[config.mk]
export PLATFORM = sky130hd
export DESIGN_NAME = apc_rem_unit
export DESIGN_NICKNAME = d
export VERILOG_FILES = /design/src/apc_pkg.sv /design/src/apc_rem_unit.sv
export SDC_FILE = /design/constraint.sdc
export NUM_CORES = 1
export LEC_CHECK = 0
export BUFFER_PORTS_ARGS = -buffer_cell sky130_fd_sc_hd__buf_2
export CELL_PAD_IN_SITES_DETAIL_PLACEMENT = 1
export CELL_PAD_IN_SITES_GLOBAL_PLACEMENT = 1
export CORE_AREA = 2 2 86 88
export DETAILED_ROUTE_END_ITERATION = 10
export DIE_AREA = 0 0 88 90
export GPL_TIMING_DRIVEN = 1
export PLACE_DENSITY_LB_ADDON = 0.05
export RECOVER_POWER = 25
export SLEW_MARGIN = 20
export SYNTH_ARGS = -nofsm -noshare
export SYNTH_HDL_FRONTEND = slang
export SYNTH_SLANG_ARGS = --single-unit
[constraint.sdc]
create_clock -name clock -period 5 [get_ports clock]
set_clock_uncertainty 0.05 [all_clocks]
set_input_delay 1.5 -clock clock [delete_from_list [all_inputs] [get_ports clock]]
set_output_delay 1.5 -clock clock [all_outputs]
set_load 0.02 [all_outputs]
[src/apc_pkg.sv]
// Shared types for the amicable pair checker.
package apc_pkg;

   // Status returned by the remainder unit to the sequencer.
   typedef struct packed {
      logic done;      // one-cycle pulse: remainder is final
      logic zero_rem;  // remainder is zero, valid with done
   } div_status_type;

endpackage

[src/apc_rem_unit.sv]
// Restoring remainder unit: one dividend bit per cycle, shared by every trial divisor.
module apc_rem_unit #(
   parameter int NUM_WIDTH = 16
) (
   input  logic                    clock,
   input  logic                    reset,
   input  logic                    start,
   input  logic [NUM_WIDTH-1:0]    dividend,
   input  logic [NUM_WIDTH-1:0]    divisor,
   output apc_pkg::div_status_type status
);

   localparam int CNT_W = $clog2(NUM_WIDTH + 1);

   logic                 busy_ff, busy_in;
   logic                 done_ff, done_in;
   logic [CNT_W-1:0]     cnt_ff, cnt_in;
   logic [NUM_WIDTH-1:0] dvd_ff, dvd_in;
   logic [NUM_WIDTH-1:0] dsr_ff, dsr_in;
   logic [NUM_WIDTH-1:0] rem_ff, rem_in;
   logic [NUM_WIDTH:0]   trial_rem;

   always_comb begin
      busy_in   = busy_ff;
      done_in   = 1'b0;
      cnt_in    = cnt_ff;
      dvd_in    = dvd_ff;
      dsr_in    = dsr_ff;
      rem_in    = rem_ff;
      trial_rem = {rem_ff, dvd_ff[NUM_WIDTH-1]};
      if (start) begin
         busy_in = 1'b1;
         cnt_in  = CNT_W'(NUM_WIDTH);
         dvd_in  = dividend;
         dsr_in  = divisor;
         rem_in  = '0;
      end else if (busy_ff) begin
         // shift in the next dividend bit, subtract when it fits
         if (trial_rem >= {1'b0, dsr_ff}) begin
            rem_in = NUM_WIDTH'(trial_rem - {1'b0, dsr_ff});
         end else begin
            rem_in = trial_rem[NUM_WIDTH-1:0];
         end
         dvd_in = {dvd_ff[NUM_WIDTH-2:0], 1'b0};
         cnt_in = cnt_ff - CNT_W'(1);
         if (cnt_ff == CNT_W'(1)) begin
            busy_in = 1'b0;
            done_in = 1'b1;
         end
      end
   end

   always_ff @(posedge clock) begin
      if (reset) begin
         busy_ff <= 1'b0;
         done_ff <= 1'b0;
         cnt_ff  <= '0;
      end else begin
         busy_ff <= busy_in;
         done_ff <= done_in;
         cnt_ff  <= cnt_in;
      end
      dvd_ff <= dvd_in;
      dsr_ff <= dsr_in;
      rem_ff <= rem_in;
   end

   assign status.done     = done_ff;
   assign status.zero_rem = (rem_ff == '0);

endmodule

==> flow_summary.json <==
{
  "hp-class": "reg2reg",
  "reg2reg_from": "dvd_ff[15]$_DFFE_PP_",
  "fin_crit_ns": 3.05,
  "critPathSlowestCell": "nor4_1",
  "initial_core_util": 0.438,
  "synth-edff-count": 32,
  "slew_viol_final": 0,
  "synth_area_mm2": 0.00308,
  "grt_pass1_wl_um": 11100,
  "power-per-cell-area_mw_per_mm2": 334,
  "crit_start": "rem_ff[12]$_SDFFE_PP0P_",
  "path_clk_slew_ns": 0.11,
  "critical_path.max_stage_delay_ns": 0.42,
  "finalWirelength_um": 6660,
  "yosysTopAreaCell": "edfxtp_1",
  "grt_max_degree": 39,
  "yosysUniqueCellTypes": 52,
  "synth.area.top_cells": "edfxtp_1, dfxtp_1, ha_1",
  "path_cells": "nor4_1 -> and4_1 -> buf_2",
  "drive_above_1_share": 0.215,
  "syn_inst": 299,
  "arrival_ns": 1.50,
  "ant_nets": 0,
  "track_usage": 0.176,
  "io_buffers": 36,
  "pwr-share-clk": 0.262,
  "cts_tree": "built",
  "htreeDepth": 2,
  "fin_area_mm2": 0.00343,
  "reg2reg_depth": 11,
  "crit_path_end_kind": "output pin",
  "dp_hpwl_um": 4870,
  "dieArea_mm2": 0.00792,
  "core_region_area_mm2": 0.00702,
  "regArea_mm2": 0.00142,
  "synthFlopType": "edfxtp_1",
  "p_seq_frac": 0.479,
  "finish.utilization": 0.489,
  "placed_area_mm2": 0.00332,
  "place_congestion": 0.793,
  "hold_viol_final": 0,
  "ys_seq_area_frac": 0.462,
  "ctsResizeCount": 0,
  "power_switching_uw": 344,
  "crit_end": "status[0]",
  "p_int_uw": 800,
  "root_buffer": "clkbuf_8",
  "worst_ir_drop_vdd_mv": 0.127,
  "yosys.area.top_type_share": 0.312,
  "synth_fp_nets": 353,
  "area_delta_synth_final_pct": 11.5,
  "design_power_total_mw": 1.14,
  "ys_async_sr_fraction": 0,
  "grt_pass1_vias": 2236,
  "multi_input_area_mm2": 0.00149,
  "worstReg2RegEnd": "rem_ff[12]$_SDFFE_PP0P_",
  "combinationalPowerShare": 0.258,
  "cts.sinks": 55,
  "post-route-period-util": 0.610,
  "worst_pin_slew_ns": 0.913,
  "setup_violations": 0,
  "layout_setup_ws_ns": 1.95,
  "status": "finished clean",
  "pre_cts_slack_ns": 2.20,
  "drc_errors": 0,
  "insertion_delay_ns": 0.31,
  "numCtsBuffers": 5,
  "vias": 2297,
  "antenna_found_initial": 0,
  "final_common_cell": "buf_2",
  "postCtsSetupBuffers": 0,
  "fillers": 772,
  "clk_path_buf_depth": 2,
  "p_leak_nw": 1.43,
  "switching_share": 0.301,
  "start_kind": "flip-flop",
  "final_net_count": 383,
  "drt_iter0_markers": 109,
  "drtPass1Iterations": 4,
  "num_antenna_cells": 0,
  "wl_per_cell_um": 15.5,
  "avgSynthCellArea_um2": 10.3,
  "critPathKind": "reg2out",
  "die_w_um": 88,
  "rsz0062_at_grt": "false",
  "grt_overflow": 0,
  "num_rows": 31,
  "post_drt_via_cell_ratio": 5.35,
  "ys_seq_elements": 55,
  "setup-tns-final_ns": 0,
  "io_pins": 37,
  "yosysWarnings": 0,
  "required_ns": 3.45,
  "ctsHoldBuffers": 0,
  "worstPathMaxFanout": 4,
  "layout_common_cells": "buf_2, edfxtp_1, nand2_1",
  "rrSetupSlack_ns": 2.27,
  "maxCapViolations": 0,
  "relSlewSlack": 0.392,
  "die-height_um": 90,
  "fmaxAchievable_mhz": 328
}
==> routing by layer <==
| metal | up-vias | GRT usage | wire length (µm) |
|---|---|---|---|
| li1 | 1152 | - | - |
| met2 | 27 | 0.268 | 3020 |
| met3 | 7 | 0.0285 | 162 |
| met1 | 1111 | 0.261 | 3410 |
| met5 | - | 0 | 0 |
| met4 | 0 | 0.0385 | 63 |
==> cell type report <==
cell class                      instances  share of cell area
Tap cell                               99              0.0361
Clock buffer                            6              0.0212
Clock inverter                          2              0.0113
Multi-Input combinational cell        206               0.435
Timing Repair Buffer                   38              0.0565
Sequential cell                        55               0.414
Inverter                               23              0.0252
==> cells in the mapped netlist, types with 5 or more instances <==
| library cell | count |
|---|---|
| nor3_1 | 7 |
| dfxtp_1 | 23 |
| nor2_1 | 26 |
| clkbuf_1 | 6 |
| xnor2_1 | 9 |
| a311oi_1 | 11 |
| a211oi_1 | 5 |
| edfxtp_1 | 32 |
| nor4_1 | 7 |
| a31oi_1 | 5 |
| mux2_2 | 15 |
| a21oi_1 | 11 |
| xor2_1 | 5 |
| mux2i_1 | 5 |
| ha_1 | 18 |
| inv_1 | 23 |
| nand2_1 | 28 |
| a21o_1 | 6 |
==> kinds of logic (layout without fill, tap and decap cells) <==
family | after synthesis | count (layout) | share of synthesized area
and+or+nand+nor | 94 | 94 | 0.152
AOI/OAI and AO/OA | 59 | 59 | 0.143
DFF | 55 | 55 | 0.462
buffers and inverters | 38 | 69 | 0.0528
muxes | 20 | 20 | 0.0711
adders and majority gates | 19 | 19 | 0.0797
xor gates and xnor gates | 14 | 14 | 0.0398
==> metrics by stage <==
stage | instances | hold slack (ns)
after floorplan | 299 | 0.419
after global placement | 421 | 0.438
after detailed placement | 421 | 0.441
after CTS | 429 | 0.462
after global routing | 429 | 0.494
final | 429 | 0.458
==> critical path, delay by kind of cell (launching register included) <==
family                 cells  cell delay (ns)
AND/OR/NAND/NOR            2             0.68
flip-flops                 1             0.35
buffers and inverters      1             0.16
==> state kept, by name (all words and copies together), names as in the netlist <==
register and count:
busy_ff 1, cnt_ff 5, done_ff 1, dsr_ff 16
dvd_ff 16, rem_ff 16
==> power groups by stage <==
stage / Sequential [mW] / Clock, mW / Combinational (mW)
after floorplan: 0.550 / 0 / 0.229
after global placement: 0.558 / 0 / 0.293
after detailed placement: 0.559 / 0 / 0.297
after CTS: 0.549 / 0.310 / 0.298
after global routing: 0.554 / 0.327 / 0.333
final: 0.549 / 0.300 / 0.295
==> worst min path at each step <==
stage	from	end	cells after the start
3_3_place_gp	cnt_ff[1]$_SDFFE_PP0P_	cnt_ff[1]$_SDFFE_PP0P_	2
5_1_grt	cnt_ff[1]$_SDFFE_PP0P_	cnt_ff[1]$_SDFFE_PP0P_	2
6_report	cnt_ff[1]$_SDFFE_PP0P_	cnt_ff[1]$_SDFFE_PP0P_	2
2_1_floorplan	cnt_ff[1]$_SDFFE_PP0P_	cnt_ff[1]$_SDFFE_PP0P_	2
4_1_cts	cnt_ff[1]$_SDFFE_PP0P_	cnt_ff[1]$_SDFFE_PP0P_	2
3_5_place_dp	cnt_ff[1]$_SDFFE_PP0P_	cnt_ff[1]$_SDFFE_PP0P_	2
No activity file was read; power rests on OpenSTA's default activity.
